$ cat src/hdl/ohmt_pkg.sv
// ----------------------------------------------------------------------------
// ohmt_pkg
// Types and codes shared by the message-type parser modules.
// ----------------------------------------------------------------------------
`timescale 1ns / 1ps

package ohmt_pkg;

  // Parse phase, one-hot.
  typedef enum logic [5:0] {
    PH_FIRST   = 6'b000001,
    PH_LENGTH  = 6'b000010,
    PH_SKIP    = 6'b000100,
    PH_SERVICE = 6'b001000,
    PH_TYPE    = 6'b010000,
    PH_DONE    = 6'b100000
  } phase_t;

  localparam logic STATUS_OK    = 1'b0;
  localparam logic STATUS_SHORT = 1'b1;

  // Result of one parse step.
  typedef struct packed {
    logic       valid;
    logic [7:0] message_type;
    logic       parse_status;
  } result_t;

endpackage

$ cat src/hdl/options_header_message_type_parser.sv
// ----------------------------------------------------------------------------
// options_header_message_type_parser
// Finds the message-type byte of option-headed telematics packets.
// ----------------------------------------------------------------------------
// Feed packet bytes in order, one request per byte, with last_byte set on
// the final byte. If bit 7 of the first byte is set it is an options header:
// each set flag bit below OPTION_FIELDS announces a field (a length byte and
// that many bytes) that is skipped, then a service-type byte, then the
// message type. If bit 7 is clear the first byte is the service type. Each
// packet yields exactly one result: the message type with parse_status 0 as
// soon as it arrives, or parse_status 1 with message_type 0 on the final
// byte if it never came. Bytes after the message type are dropped. The block
// takes one byte per cycle: a byte is captured in an input register, its
// parse step runs while it is held there and any result lands in the output
// register. Input stalls only when a byte that yields a result meets a full
// output register whose result is not being taken; the parse-state update is
// the loop that sets this rate.
// ----------------------------------------------------------------------------
`timescale 1ns / 1ps

module options_header_message_type_parser import ohmt_pkg::*; #(
  parameter int OPTION_FIELDS = 6
) (
  input  logic       clk,
  input  logic       rst,
  input  logic       byte_valid,
  output logic       byte_ready,
  input  logic [7:0] data_byte,
  input  logic       last_byte,
  output logic       result_valid,
  input  logic       result_ready,
  output logic [7:0] message_type,
  output logic       parse_status
);

  // Input register: holds one captured byte awaiting its parse step.
  logic       held;
  logic [7:0] held_byte;
  logic       held_last;

  result_t step_result;
  logic    out_free;
  logic    advance;

  // Advance the held byte unless it yields a result that cannot be stored.
  assign advance    = held && (!step_result.valid || out_free);
  assign byte_ready = !held || advance;

  always_ff @(posedge clk) begin
    if (rst) begin
      held <= 1'b0;
    end else if (byte_ready) begin
      held <= byte_valid;
    end
  end

  always_ff @(posedge clk) begin
    if (byte_valid && byte_ready) begin
      held_byte <= data_byte;
      held_last <= last_byte;
    end
  end

  ohmt_parse_core #(
    .OPTION_FIELDS (OPTION_FIELDS)
  ) u_core (
    .clk       (clk),
    .rst       (rst),
    .step      (advance),
    .data_byte (held_byte),
    .last_byte (held_last),
    .result    (step_result)
  );

  // Load the output register only for bytes that produce a result.
  ohmt_out_reg u_out (
    .clk          (clk),
    .rst          (rst),
    .load         (advance && step_result.valid),
    .load_result  (step_result),
    .free         (out_free),
    .result_valid (result_valid),
    .result_ready (result_ready),
    .message_type (message_type),
    .parse_status (parse_status)
  );

endmodule

$ cat src/hdl/ohmt_parse_core.sv
// ----------------------------------------------------------------------------
// ohmt_parse_core
// Per-byte parse state and its update; yields at most one result per byte.
// ----------------------------------------------------------------------------
`timescale 1ns / 1ps

module ohmt_parse_core import ohmt_pkg::*; #(
  parameter int OPTION_FIELDS = 6
) (
  input  logic       clk,
  input  logic       rst,
  input  logic       step,
  input  logic [7:0] data_byte,
  input  logic       last_byte,
  output result_t    result
);

  localparam int IDX_W = $clog2(OPTION_FIELDS + 1);

  typedef struct packed {
    logic [IDX_W-1:0] index;
    phase_t           phase;
  } seek_t;

  phase_t                   parse_phase, parse_phase_next;
  logic [OPTION_FIELDS-1:0] field_flags, field_flags_next;
  logic [IDX_W-1:0]         field_index, field_index_next;
  logic [7:0]               skip_count, skip_count_next;
  logic [IDX_W-1:0]         index_inc;
  seek_t                    seek_res;

  // Find the lowest announced field at or above start; service byte if none.
  function automatic seek_t seek(input logic [OPTION_FIELDS-1:0] flags,
                                 input logic [IDX_W-1:0] start);
    seek_t s;
    s.index = IDX_W'(OPTION_FIELDS);
    s.phase = PH_SERVICE;
    for (int i = OPTION_FIELDS - 1; i >= 0; i--) begin
      if (flags[i] && (IDX_W'(i) >= start)) begin
        s.index = IDX_W'(i);
        s.phase = PH_LENGTH;
      end
    end
    return s;
  endfunction

  always_comb begin
    parse_phase_next  = parse_phase;
    field_flags_next  = field_flags;
    field_index_next  = field_index;
    skip_count_next   = skip_count;
    index_inc         = field_index + IDX_W'(1);
    seek_res          = '0;
    result.valid        = 1'b0;
    result.message_type = data_byte;
    result.parse_status = STATUS_OK;

    case (parse_phase)
      PH_FIRST: begin
        if (data_byte[7]) begin
          field_flags_next = data_byte[OPTION_FIELDS-1:0];
          seek_res         = seek(data_byte[OPTION_FIELDS-1:0], '0);
          field_index_next = seek_res.index;
          parse_phase_next = seek_res.phase;
        end else begin
          parse_phase_next = PH_TYPE;
        end
      end
      PH_LENGTH: begin
        skip_count_next  = data_byte;
        field_index_next = index_inc;
        if (data_byte == 8'd0) begin
          seek_res         = seek(field_flags, index_inc);
          field_index_next = seek_res.index;
          parse_phase_next = seek_res.phase;
        end else begin
          parse_phase_next = PH_SKIP;
        end
      end
      PH_SKIP: begin
        skip_count_next = skip_count - 8'd1;
        if (skip_count_next == 8'd0) begin
          seek_res         = seek(field_flags, field_index);
          field_index_next = seek_res.index;
          parse_phase_next = seek_res.phase;
        end
      end
      PH_SERVICE: parse_phase_next = PH_TYPE;
      PH_TYPE: begin
        result.valid     = 1'b1;
        parse_phase_next = PH_DONE;
      end
      PH_DONE: ;
      default: begin
        parse_phase_next = PH_FIRST;
        field_flags_next = '0;
        field_index_next = '0;
        skip_count_next  = '0;
      end
    endcase

    // End of packet: report too short if the type never came, then clear.
    if (last_byte) begin
      if (parse_phase_next != PH_DONE) begin
        result.valid        = 1'b1;
        result.message_type = 8'd0;
        result.parse_status = STATUS_SHORT;
      end
      parse_phase_next = PH_FIRST;
      field_flags_next = '0;
      field_index_next = '0;
      skip_count_next  = '0;
    end
  end

  always_ff @(posedge clk) begin
    if (rst) begin
      parse_phase <= PH_FIRST;
      field_flags <= '0;
      field_index <= '0;
      skip_count  <= '0;
    end else if (step) begin
      parse_phase <= parse_phase_next;
      field_flags <= field_flags_next;
      field_index <= field_index_next;
      skip_count  <= skip_count_next;
    end
  end

endmodule

$ cat src/hdl/ohmt_out_reg.sv
// ----------------------------------------------------------------------------
// ohmt_out_reg
// Result register with valid/ready toward the consumer.
// ----------------------------------------------------------------------------
`timescale 1ns / 1ps

module ohmt_out_reg import ohmt_pkg::*; (
  input  logic       clk,
  input  logic       rst,
  input  logic       load,
  input  result_t    load_result,
  output logic       free,
  output logic       result_valid,
  input  logic       result_ready,
  output logic [7:0] message_type,
  output logic       parse_status
);

  assign free = !result_valid || result_ready;

  always_ff @(posedge clk) begin
    if (rst) begin
      result_valid <= 1'b0;
    end else if (load) begin
      result_valid <= 1'b1;
    end else if (result_ready) begin
      result_valid <= 1'b0;
    end
  end

  always_ff @(posedge clk) begin
    if (load) begin
      message_type <= load_result.message_type;
      parse_status <= load_result.parse_status;
    end
  end

endmodule

$ cat config.mk
export PLATFORM = sky130hd
export DESIGN_NAME = options_header_message_type_parser
export DESIGN_NICKNAME = d
export VERILOG_FILES = /design/src/hdl/ohmt_pkg.sv /design/src/hdl/options_header_message_type_parser.sv /design/src/hdl/ohmt_parse_core.sv /design/src/hdl/ohmt_out_reg.sv
export SDC_FILE = /design/constraint.sdc
export NUM_CORES = 1
export LEC_CHECK = 0
export CAP_MARGIN = 20
export CORE_MARGIN = 2
export CORE_UTILIZATION = 35
export DETAILED_ROUTE_END_ITERATION = 8
export DONT_BUFFER_PORTS = 1
export SLEW_MARGIN = 25
export SYNTH_ARGS = -nofsm -noshare
export SYNTH_HDL_FRONTEND = slang
export SYNTH_SLANG_ARGS = --single-unit
$ cat constraint.sdc
create_clock -name clk -period 5 [get_ports clk]
set_input_delay 0.25 -clock clk [delete_from_list [all_inputs] [get_ports clk]]
set_output_delay 0.25 -clock clk [all_outputs]
set_load 0.02 [all_outputs]
== Word level (Yosys, flattened, before mapping) ==
Index checks and enable logic that the tools add are counted.

* Input port bits: 13
* Bits in registers: 43
* Output and inout port bits: 11

* Reductions and logical operators: 30
* Muxes and demuxes: 38
* $add $sub $neg: 2
* Equal/unequal tests: 12
* Order comparisons: 12

{| class="wikitable"
|+ Operators by type and width
! operator !! number
|-
| 2-to-1 mux 9 bit || 12
|-
| 2-to-1 mux 8 bit || 7
|-
| 2-to-1 mux 6 bit || 6
|-
| one-hot mux 6 bit (6 select lines) || 1
|-
| one-hot mux 8 bit (3 select lines) || 1
|-
| 2-to-1 mux 10 bit || 2
|-
| logical NOT 8 bit || 2
|-
| logical AND 1 bit || 15
|-
| greater-or-equal comparator 1 x 3 -> 1 bit (first input constant) || 4
|-
| greater-or-equal comparator 2 x 3 -> 1 bit (first input constant) || 4
|-
| greater-or-equal comparator 3 bit (first input constant) || 4
|-
| 2-to-1 mux 3 bit || 4
|-
| one-hot mux 3 bit (4 select lines) || 1
|-
| one-hot mux 6 bit (2 select lines) || 1
|-
| subtractor 8 x 1 -> 8 bit (second input constant) || 1
|-
| == test 6 x 1 -> 1 bit (second input constant) || 1
|-
| == test 6 x 2 -> 1 bit (second input constant) || 1
|-
| == test 6 x 3 -> 1 bit (second input constant) || 1
|-
| == test 6 x 4 -> 1 bit (second input constant) || 1
|-
| == test 6 x 5 -> 1 bit (second input constant) || 1
|-
| == test 6 bit (second input constant) || 1
|-
| inequality test 2 x 1 -> 1 bit (second input constant) || 3
|-
| inequality test 6 bit (second input constant) || 1
|-
| OR reduction 5 bit || 1
|-
| other kinds (12) || 18
|}

== Longest topological paths before layout ==
Gate-level depths: netlist of the first run.

* Word-level depth: 19
* Gate-level depth with buffers: 9
* Gate-level depth less buffers: 8

== Cells and area by module ==
From an unflattened synthesis of the first run, not the netlist that was laid out.

* Cells, all modules: 298
* Area, all modules: 2641.3 um^2

{| class="wikitable"
|+ Modules (own cells, without submodules)
! module !! cells each !! sequential area each (um^2) !! times used !! area an instance (um^2)
|-
| ohmt_parse_core || 268 || 460.4 || 1 || 1974.4
|-
| options_header_message_type_parser || 17 || 290.3 || 1 || 350.3
|-
| ohmt_out_reg || 13 || 290.3 || 1 || 316.6
|}

== Worst setup path before layout of the first run ==
No wires, ideal clock.

* Kind: flip-flop to flip-flop
* Start: register u_core.parse_phase[0]
* End: register u_out.message_type[0], enable pin
* Data required time: 4.613 ns
* Data arrival time: 2.143 ns
* Stages on the path, launching flop included: 7
* Setup slack: 2.470 ns
* Path buffers: 2
* Setup time: 0.387 ns
* Cell sequence: dfxtp_1 -> buf_4 -> or4_4 -> o211ai_2 -> o211ai_4 -> buf_2 -> nor3_1

* Cells in the longest elaborated chain, start to end: 9
* Elaborated cells on any way between the ends: 16
* Those cells by class: eq/ne (7); mux (5); reduce/logical (4)

{| class="wikitable"
|+ Ends and longest elaborated chain
! what !! RTL line !! RTL
|-
| start, declared || ohmt_parse_core.sv:25 || <nowiki>phase_t parse_phase, parse_phase_next;</nowiki>
|-
| start signal, assigned || ohmt_parse_core.sv:123 || <nowiki>parse_phase <= parse_phase_next;</nowiki>
|-
| == test 6 bit, or another cell as far along || ohmt_parse_core.sv:58 || <nowiki>case (parse_phase)</nowiki>
|-
| one-hot mux 6 bit (6 select lines) || ohmt_parse_core.sv:58 ||
|-
| inequality test 6 bit || ohmt_parse_core.sv:104 || <nowiki>if (parse_phase_next != PH_DONE) begin</nowiki>
|-
| 2-to-1 mux 10 bit || ohmt_parse_core.sv:104 ||
|-
| 2-to-1 mux 10 bit (*) || ohmt_parse_core.sv:103 || <nowiki>if (last_byte) begin</nowiki>
|-
| logical NOT 1 bit || options_header_message_type_parser.sv:46 || <nowiki>assign advance = held && (!step_result.valid || out_free);</nowiki>
|-
| logical OR 1 bit || options_header_message_type_parser.sv:46 ||
|-
| logical AND 1 bit || options_header_message_type_parser.sv:46 ||
|-
| logical AND 1 bit (*) || options_header_message_type_parser.sv:79 || <nowiki>.load (advance && step_result.valid),</nowiki>
|-
| net u_out.load || ohmt_out_reg.sv:10 || <nowiki>input logic load,</nowiki>
|-
| end signal, assigned || ohmt_out_reg.sv:33 || <nowiki>message_type <= load_result.message_type;</nowiki>
|-
| end, declared || ohmt_out_reg.sv:15 || <nowiki>output logic [7:0] message_type,</nowiki>
|}

Mark *: on every way through the listed nets, which the timed path passes. The rest lies on a longest branch.
A chain may end at the register's enable or synchronous reset.

== Worst setup path in the final report of the first run ==
* Start: register u_core.field_index[0]
* End: register u_core.parse_phase[3]

* Cells in the longest elaborated chain, start to end: 17
* Elaborated cells on any way between the ends: 47
* Those cells by class: add/sub (1); order compare (12); eq/ne (1); mux (18); reduce/logical (15)

{| class="wikitable"
|+ Ends and longest elaborated chain
! what !! RTL line !! RTL
|-
| start, declared || ohmt_parse_core.sv:27 || <nowiki>logic [IDX_W-1:0] field_index, field_index_next;</nowiki>
|-
| start signal, assigned || ohmt_parse_core.sv:125 || <nowiki>field_index <= field_index_next;</nowiki>
|-
| adder 3 x 1 -> 3 bit || ohmt_parse_core.sv:52 || <nowiki>index_inc = field_index + IDX_W'(1);</nowiki>
|-
| greater-or-equal comparator 3 bit || ohmt_parse_core.sv:39 || <nowiki>if (flags[i] && (IDX_W'(i) >= start)) begin</nowiki>
|-
| logical AND 1 bit || ohmt_parse_core.sv:39 ||
|-
| 2-to-1 mux 8 bit (2 in series) || ohmt_parse_core.sv:39 ||
|-
| 2-to-1 mux 9 bit (4 in series) || ohmt_parse_core.sv:39 ||
|-
| 2-to-1 mux 6 bit || ohmt_parse_core.sv:72 || <nowiki>if (data_byte == 8'd0) begin</nowiki>
|-
| one-hot mux 6 bit (6 select lines) (*) || ohmt_parse_core.sv:58 ||
|-
| inequality test 6 bit || ohmt_parse_core.sv:104 ||
|-
| 2-to-1 mux 10 bit || ohmt_parse_core.sv:104 ||
|-
| 2-to-1 mux 10 bit || ohmt_parse_core.sv:103 ||
|-
| logical NOT 1 bit || options_header_message_type_parser.sv:46 ||
|-
| logical OR 1 bit || options_header_message_type_parser.sv:46 ||
|-
| logical AND 1 bit || options_header_message_type_parser.sv:46 ||
|}

Every way passes the cells marked *; elsewhere a longest branch is shown, timed or not.

==> results.txt, run 1 <==
----------------------------------------------------
[Run status]
  Run status ... finished, final reports clean

[Detailed routing]
  DRT Wirelength ... approximately 6600 um
  Mean number of vias per cell ... around 5.8
  Drc violations ... 0
  Iter 0 DRT Violations ... 165
  Routed wire length per instance ... between 15 and 20 um
  Antenna-violating nets left ... 0
  Number of iterations in the first detailed-routing pass ... 5
  Routed via count ... about 2300

[Critical path]
  CP startpoint kind ... flip-flop
  Crit path launch ... u_core.field_index[0]
  Category of the critical setup timing path ... flip-flop to flip-flop
  Worst EP required ... 5.20 ns
  Beginning of the worst register-to-register path ... u_core.field_index[0]
  Worst EP arrival ... between 2 and 3 ns
  Kind of end point of the critical path ... flip-flop
  Critical-path maximum fanout ... 14

[Floorplan]
  Number of cell rows ... 31
  Die outline area ... 8260 um^2
  Overall die width ... 90.9 um
  Initial cell density of the core ... 36.2%
  Overall die height ... between 90 and 100 um
  Core area ... 7290 um^2
  I/O pin cnt ... 24

[Power]
  Share of total power consumed by net switching ... 27.3%
  Internal portion of total power ... 521 uW
  Post-layout power ... 716 uW
  Fraction of power consumed by sequential logic ... ~56%
  PwrDens ... 254 nW/um^2
  Clk pwr share ... 33.7%
  Combinational Power Share ... 10.7%
  Peak supply drop ... 0.116 mV
  Leakage dissipation ... roughly 1.0 nW
  Net switching power ... 195 uW

[Place]
  HPWL after detailed placement ... 4810 um
  Number of buffer cells added on primary ports ... 0
  Final GP Congestion ... 0.960
  Worst setup slack after placement ... 2.35 ns

[Synthesis]
  Register area share after synthesis ... 39.4%
  Area share of xor/xnor cells in the synthesized design ... 1.33%
  Share of cell area taken by muxes after synthesis ... less than 1%
  Most common library cells after synthesis ... 40 x nor2_1, 25 x dfxtp_1, 23 x a21oi_1, 20 x inv_1, 18 x edfxtp_1
  Synthesized net count ... 326
  Ranking of synthesized cells by area ... edfxtp_1 20%, dfxtp_1 19%, nor2_1 5.7%
  Number of standard cells after synthesis ... around 300
  Adder-cell share of the synthesized area ... 3.31%
  Share of flip-flops with an asynchronous set or reset after synthesis ... 0%
  Flip-flop and latch count after synthesis ... 43
  Basic-gate share of the synthesized area counting and, or, nand and nor cells ... 24.1%
  Top FF cell, synth ... dfxtp_1
  Synthesis Warnings ... 0
  Most frequent cell after synthesis ... nor2_1
  Complex-gate fraction of the synthesized area ... 25.5%
  Count of cell types in the netlist ... just under 60
  Main combinational cell family by area after synthesis ... compound AO/OA/AOI/OAI gates
  Average cell area after synthesis ... about 8.6 um^2
  Yosys top cell area share ... 20.5%
  EDFF count, synth ... 18
  Post-Synthesis Cell Area ... approximately 2600 um^2
  Most area-hungry cell type in the Yosys netlist ... edfxtp_1

[GRT]
  Via count of the first global-routing pass ... 2129
  GRT Residual Overflow ... 0
  Wire length of the first global-routing pass ... 10900 um
  Overall track demand over capacity in global routing ... around 16%
  Maximum number of pins on one net before global-route repair ... 26
  Antenna violations before repair ... 0

[Finish]
  Number of nets at the end of the flow ... 321
  Share of layout cells above drive strength 1 ... 6.95%
  Area growth syn-to-layout ... 6.72%
  Number of inserted diodes ... 0

[CTS]
  Max Buffers Root-to-Sink ... 2
  Root Buffer ... clkbuf_8
  CTS sink count ... 43
  Total setup buffers inserted after CTS ... 0
  H-tree depth ... 2
  Latest clock arrival within the worst-skew pair ... 0.30 ns
  Inserted Clock Buffers ... 5
  Clock Pin Slew Worst Setup and Hold Paths ... about 0.08 ns
  Clock tree from TritonCTS ... built
  Count of cells resized by post-cts repair ... 0

[Hold path]
  Min-delay worst type ... primary input to flip-flop
  Min-delay src ... rst

[STA]
  Endpoints failing hold ... 0
  Time the worst path needs with I/O delays and setup ... approximately 2.7 ns
  Final setup vio count ... 0
  Maximum achievable frequency ... 370 MHz
  Clock skew after layout ... 0.00425 ns
  RSZ-0062 raised after global routing ... no
  Count of pins over their slew limit ... 0
  Slew HR ... 34.6%
  Final total negative setup slack ... 0 ns
  Setup WS post-layout ... 2.30 ns
  Final clock period utilization by the worst path ... 54.0%
  Worst Tran Pin Value ... 0.976 ns

[Flow run]
  Max_cap viols ... 0

----------------------------------------------------
-- power groups by stage --
stage          combinational (mW)  clock [mW]  sequential [mW]
2_1_floorplan              0.0683           0            0.396
3_3_place_gp               0.0729           0            0.406
3_5_place_dp               0.0738           0            0.406
4_1_cts                    0.0763       0.249            0.398
5_1_grt                    0.0870       0.260            0.400
6_report                   0.0768       0.241            0.398
-- registers in the layout, summed over array words and instances (netlist names) --
name / cells
u_out.result_valid: 1
u_out.message_type: 8
u_core.skip_count: 8
u_out.parse_status: 1
held: 1
u_core.parse_phase: 6
u_core.field_index: 3
u_core.field_flags: 6
held_last: 1
held_byte: 8
-- worst paths after layout --
kind,to,slack [ns],depth (start not counted)
worst max-delay path,u_core.parse_phase[3],2.30,8
worst min-delay path,u_core.skip_count[1],0.02,1
worst max register to register,u_core.parse_phase[3],2.30,8
worst min register to register,u_core.skip_count[4],0.48,2
-- critical path: stages, from the launching register on --
cell     delay, ns
dfxtp_1       0.59
inv_1         0.16
ha_1          0.41
nor2b_1       0.18
o211a_1       0.25
or3_1         0.43
o32ai_1       0.28
a31oi_1       0.07
o41ai_1       0.23
-- stage by stage --
| step | instance area [um^2] | hold WS [ns] | std cells | util [%] |
|---|---|---|---|---|
| global route | 2820 | 0.0000299 | 401 | 38.7 |
| floorplan | 2640 | 0.349 | 306 | - |
| global placement | 2700 | 0.326 | 391 | 37.0 |
| CTS | 2820 | 0.00304 | 401 | 38.7 |
| finish | 2820 | 0.0154 | 401 | 38.7 |
| detailed placement | 2700 | 0.326 | 391 | 37.0 |
-- layer usage --
layer	GRT usage [%]	wire length (um)	up-vias
met2	26.1	3140	65
met5	0	0	-
met1	22.1	3030	1121
met3	3.26	343	9
li1	-	-	1127
met4	5.30	108	0
-- repair_timing --
action,4_1_cts,5_1_grt
hold endpoints to repair,1,0
setup endpoints to repair,0,0
hold buffers,2,0
-- cell type report --
cell class / instances / area, um^2
flip-flops and latches: 43 / 1040
fillers: 769 / 4470
repair buffers: 2 / 20.0
multi-input cells: 229 / 1460
well taps: 99 / 124
clock buffers: 6 / 82.6
clock inverters: 2 / 16.3
inverters: 20 / 75.1
-- logic make-up after synthesis --
logic type | count (synthesis)
buf+inv | 34
flops | 43
xor+xnor | 4
simple gates | 121
compound gates | 95
mux | 2
fa+ha+maj | 7
-- cells in the final DEF, fill, tap and decap left out, types with 3 or more instances in the layout --
master,count
a211o_1,3
a211oi_1,6
a21oi_1,23
a221oi_1,4
a22o_1,7
a31oi_1,8
a32oi_1,3
and2_1,7
clkbuf_8,6
dfxtp_1,25
edfxtp_1,18
ha_1,7
inv_1,20
nand2_1,16
nand2b_1,6
nand3_1,5
nand3b_1,8
nand4_1,5
nor2_1,40
nor2b_1,4
nor3_1,11
nor4_1,5
o211ai_1,4
o21ai_0,14
o32ai_1,3
xor2_1,3
Note: power is estimated with default switching activity, not from simulation.
==> run 2: changes to the inputs <==
ABC_AREA = 1   (was unset)
clock period = 2.5 ns   (was 5 ns; I/O delays follow)
==> run 2 against run 1 <==
  * Via count is 3.6% higher
  * Setup slack got worse by 1.8 ns
  * Maximum frequency rose by 33%
  * Routed wire length down 4.6%
  * Combinational power rose to 4.1 times the previous value
  * Register-to-register slack worse by 1.8 ns
==> results.txt, run 2 <==
----------------------------------------------------
[CTS]
  Max Buffers Root-to-Sink ... 2 (unchanged)
  H-tree depth ... 2 (unchanged)
  Root Buffer ... clkbuf_8 (unchanged)
  Latest clock arrival within the worst-skew pair ... 0.30 ns (about the same)
  CTS sink count ... 43 (unchanged)
  Clock Pin Slew Worst Setup and Hold Paths ... 0.09 ns (was 0.08 ns)
  Clock tree from TritonCTS ... built (unchanged)
  Inserted Clock Buffers ... 5 (unchanged)
  Count of cells resized by post-cts repair ... 0 (unchanged)

[Critical path]
  Worst EP arrival ... 2.24 ns (was 2.90 ns)
  Critical-path maximum fanout ... 4 (was 14)
  Category of the critical setup timing path ... flip-flop to flip-flop (unchanged)
  R2R depth ... 9 (was 8)
  Worst EP required ... 2.70 ns (was 5.20 ns)
  CP startpoint kind ... flip-flop (unchanged)
  Kind of end point of the critical path ... flip-flop (unchanged)

[Floorplan]
  Overall die width ... 91.0 um (was 90.9 um)
  Number of cell rows ... 31 (unchanged)
  I/O pin cnt ... 24 (unchanged)
  Initial cell density of the core ... 36.3% (was 36.2%)
  Overall die height ... 91.0 um (was 90.9 um)
  Die outline area ... 8280 um^2 (was 8260 um^2)
  Core area ... 7290 um^2 (unchanged)

[Place]
  Number of buffer cells added on primary ports ... 0 (unchanged)
  Post-Place Cells ... 472 (was 391)
  Final GP Congestion ... 0.926 (was 0.960)
  Worst setup slack after placement ... 0.490 ns (was 2.35 ns)
  HPWL after detailed placement ... 4850 um (was 4810 um)

[Synthesis]
  Register area share after synthesis ... 39.3% (was 39.4%)
  Most frequent cell after synthesis ... nand2_1 (was nor2_1)
  Share of flip-flops with an asynchronous set or reset after synthesis ... 0% (unchanged)
  Count of cell types in the netlist ... 37 (was 58)
  Synthesis Warnings ... 0 (unchanged)
  Top FF cell, synth ... dfxtp_1 (unchanged)
  EDFF count, synth ... 18 (unchanged)
  Number of standard cells after synthesis ... 379 (was 306)
  Most common library cells after synthesis ... 96 x nand2_1, 61 x nor2_1, 42 x inv_1, 33 x nand3_1, 25 x dfxtp_1 (was 40 x nor2_1, 25 x dfxtp_1, 23 x a21oi_1, 20 x inv_1, 18 x edfxtp_1)
  Synthesized net count ... 399 (was 326)
  Average cell area after synthesis ... 6.99 um^2 (was 8.64 um^2)
  Flip-flop and latch count after synthesis ... 43 (unchanged)
  Yosys top cell area share ... 20.4% (was 20.5%)
  Ranking of synthesized cells by area ... edfxtp_1 20%, dfxtp_1 19%, nand2_1 14% (was edfxtp_1 20%, dfxtp_1 19%, nor2_1 5.7%)
  Most area-hungry cell type in the Yosys netlist ... edfxtp_1 (unchanged)
  Post-Synthesis Cell Area ... 2650 um^2 (was 2640 um^2)

[Power]
  Leakage dissipation ... 1.31 nW (was 0.995 nW)
  Peak supply drop ... 0.351 mV (was 0.116 mV)
  PwrDens ... 606 nW/um^2 (was 254 nW/um^2)

[Detailed routing]
  Routed via count ... 2405 (was 2322)
  Mean number of vias per cell ... 4.90 (was 5.79)
  DRT Wirelength ... 6320 um (was 6630 um)
  Antenna-violating nets left ... 0 (unchanged)
  Drc violations ... 0 (unchanged)
  Iter 0 DRT Violations ... 154 (was 165)
  Routed wire length per instance ... 12.9 um (was 16.5 um)
  Number of iterations in the first detailed-routing pass ... 4 (was 5)

[STA]
  Clock skew after layout ... 0.00557 ns (was 0.00425 ns)
  Setup WS post-layout ... 0.462 ns (was 2.30 ns)
  Worst Tran Pin Value ... 0.609 ns (was 0.976 ns)
  Maximum achievable frequency ... 491 MHz (was 370 MHz)
  Count of pins over their slew limit ... 0 (unchanged)
  Endpoints failing hold ... 0 (unchanged)
  Slew HR ... 59.4% (was 34.6%)
  RSZ-0062 raised after global routing ... no (unchanged)
  Final setup vio count ... 0 (unchanged)
  Final clock period utilization by the worst path ... 81.5% (was 54.0%)
  Final total negative setup slack ... 0 ns (unchanged)
  Time the worst path needs with I/O delays and setup ... 2.04 ns (was 2.70 ns)
  Hold slack ... 0.0577 ns (was 0.0154 ns)

[Finish]
  Share of layout cells above drive strength 1 ... 10.5% (was 6.95%)
  Commonest non-fill, non-tap cell in the layout ... nand2_1 (was nor2_1)
  Area growth syn-to-layout ... 12.6% (was 6.72%)
  FF/Latch Area ... 1040 um^2 (unchanged)
  Most frequent cells in the layout ... 96 x nand2_1, 61 x nor2_1, 42 x inv_1, 33 x nand3_1, 25 x dfxtp_1 (was 40 x nor2_1, 25 x dfxtp_1, 23 x a21oi_1, 20 x inv_1, 18 x edfxtp_1)
  Area of the multi-input gates ... 1360 um^2 (was 1460 um^2)
  Number of filler instances in the final layout ... 790 (was 769)
  Number of inserted diodes ... 0 (unchanged)
  Count of placed standard cells in the final layout, fillers left out ... 491 (was 401)
  Number of nets at the end of the flow ... 411 (was 321)
  Top flop regs ... held_byte x8, u_core.skip_count x8, u_out.message_type x8 (unchanged)

[GRT]
  GRT Residual Overflow ... 0 (unchanged)
  Maximum number of pins on one net before global-route repair ... 21 (was 26)
  Via count of the first global-routing pass ... 2261 (was 2129)
  Antenna violations before repair ... 0 (unchanged)
  Wire length of the first global-routing pass ... 10600 um (was 10900 um)
  Overall track demand over capacity in global routing ... 15.8% (was 16.3%)

[Run status]
  Run status ... finished, final reports clean (unchanged)

[Hold path]
  Number of stages on the worst hold path ... 3 (was 1)
  Min-delay worst type ... primary input to flip-flop (unchanged)

[Flow run]
  Max_cap viols ... 0 (unchanged)

----------------------------------------------------
run 2: layer usage:
layer / track usage [%] / wire (um) / vias to the layer above
met2: 25.1 / 2850 / 52
met3: 2.90 / 181 / 14
li1: - / - / 1241
met4: 6.94 / 189 / 0
met1: 20.9 / 3100 / 1098
met5: 0 / 0 / -
run 2: path summary, 6_finish.rpt:
path	start	to	slack, ns
min	result_ready	u_out.result_valid	0.06
max	u_core.parse_phase[3]	held	0.46
max reg2reg	u_core.parse_phase[3]	held	0.46
min reg2reg	u_core.skip_count[7]	u_core.skip_count[7]	0.48
run 2: area by class of cell:
cell class              instances  share of cell area, %
multi-input cells             277                   45.7
flip-flops and latches         43                   34.9
inverters                      52                   6.63
well taps                      99                   4.15
repair buffers                 12                   3.94
clock inverters                 3                   2.39
clock buffers                   5                   2.31
run 2: cell families after synthesis:
family                     synth area share, %
xor gates and xnor gates                 0.331
adders and majority gates                 3.31
and+or+nand+nor                           36.1
AOI/OAI and AO/OA                         11.6
buffers and inverters                     9.31
DFF                                       39.3
run 2: critical path, stage by stage, from the launching register on:
cell and delay [ns]:
dfxtp_1 0.37, nor2_4 0.15, inv_1 0.06, nor2_2 0.09, nand3_1 0.10, nand2_2 0.10
nand3_1 0.24, nand2_1 0.18, a21oi_1 0.08, dlygate4sd3_1 0.56
run 2: per-stage QoR:
step	total power [mW]	util [%]	area, um^2
6_report	1.81	40.9	2980
5_1_grt	1.89	40.9	2980
4_1_cts	1.81	40.9	2980
3_5_place_dp	1.13	37.5	2730
3_3_place_gp	1.13	37.5	2730
2_1_floorplan	1.07	-	2650
run 2: what timing repair did:
| item | in CTS | in global routing |
|---|---|---|
| endpoints found under the hold margin | 14 | 0 |
| hold buffers | 11 | 0 |
| setup buffers | 0 | 0 |
run 2: where the power goes:
part | total (mW) | switching (mW) | internal, mW
Clock | 0.672 | 0.267 | 0.406
Combinational | 0.316 | 0.209 | 0.107
Sequential | 0.818 | 0.0449 | 0.773
Total | 1.81 | 0.521 | 1.29
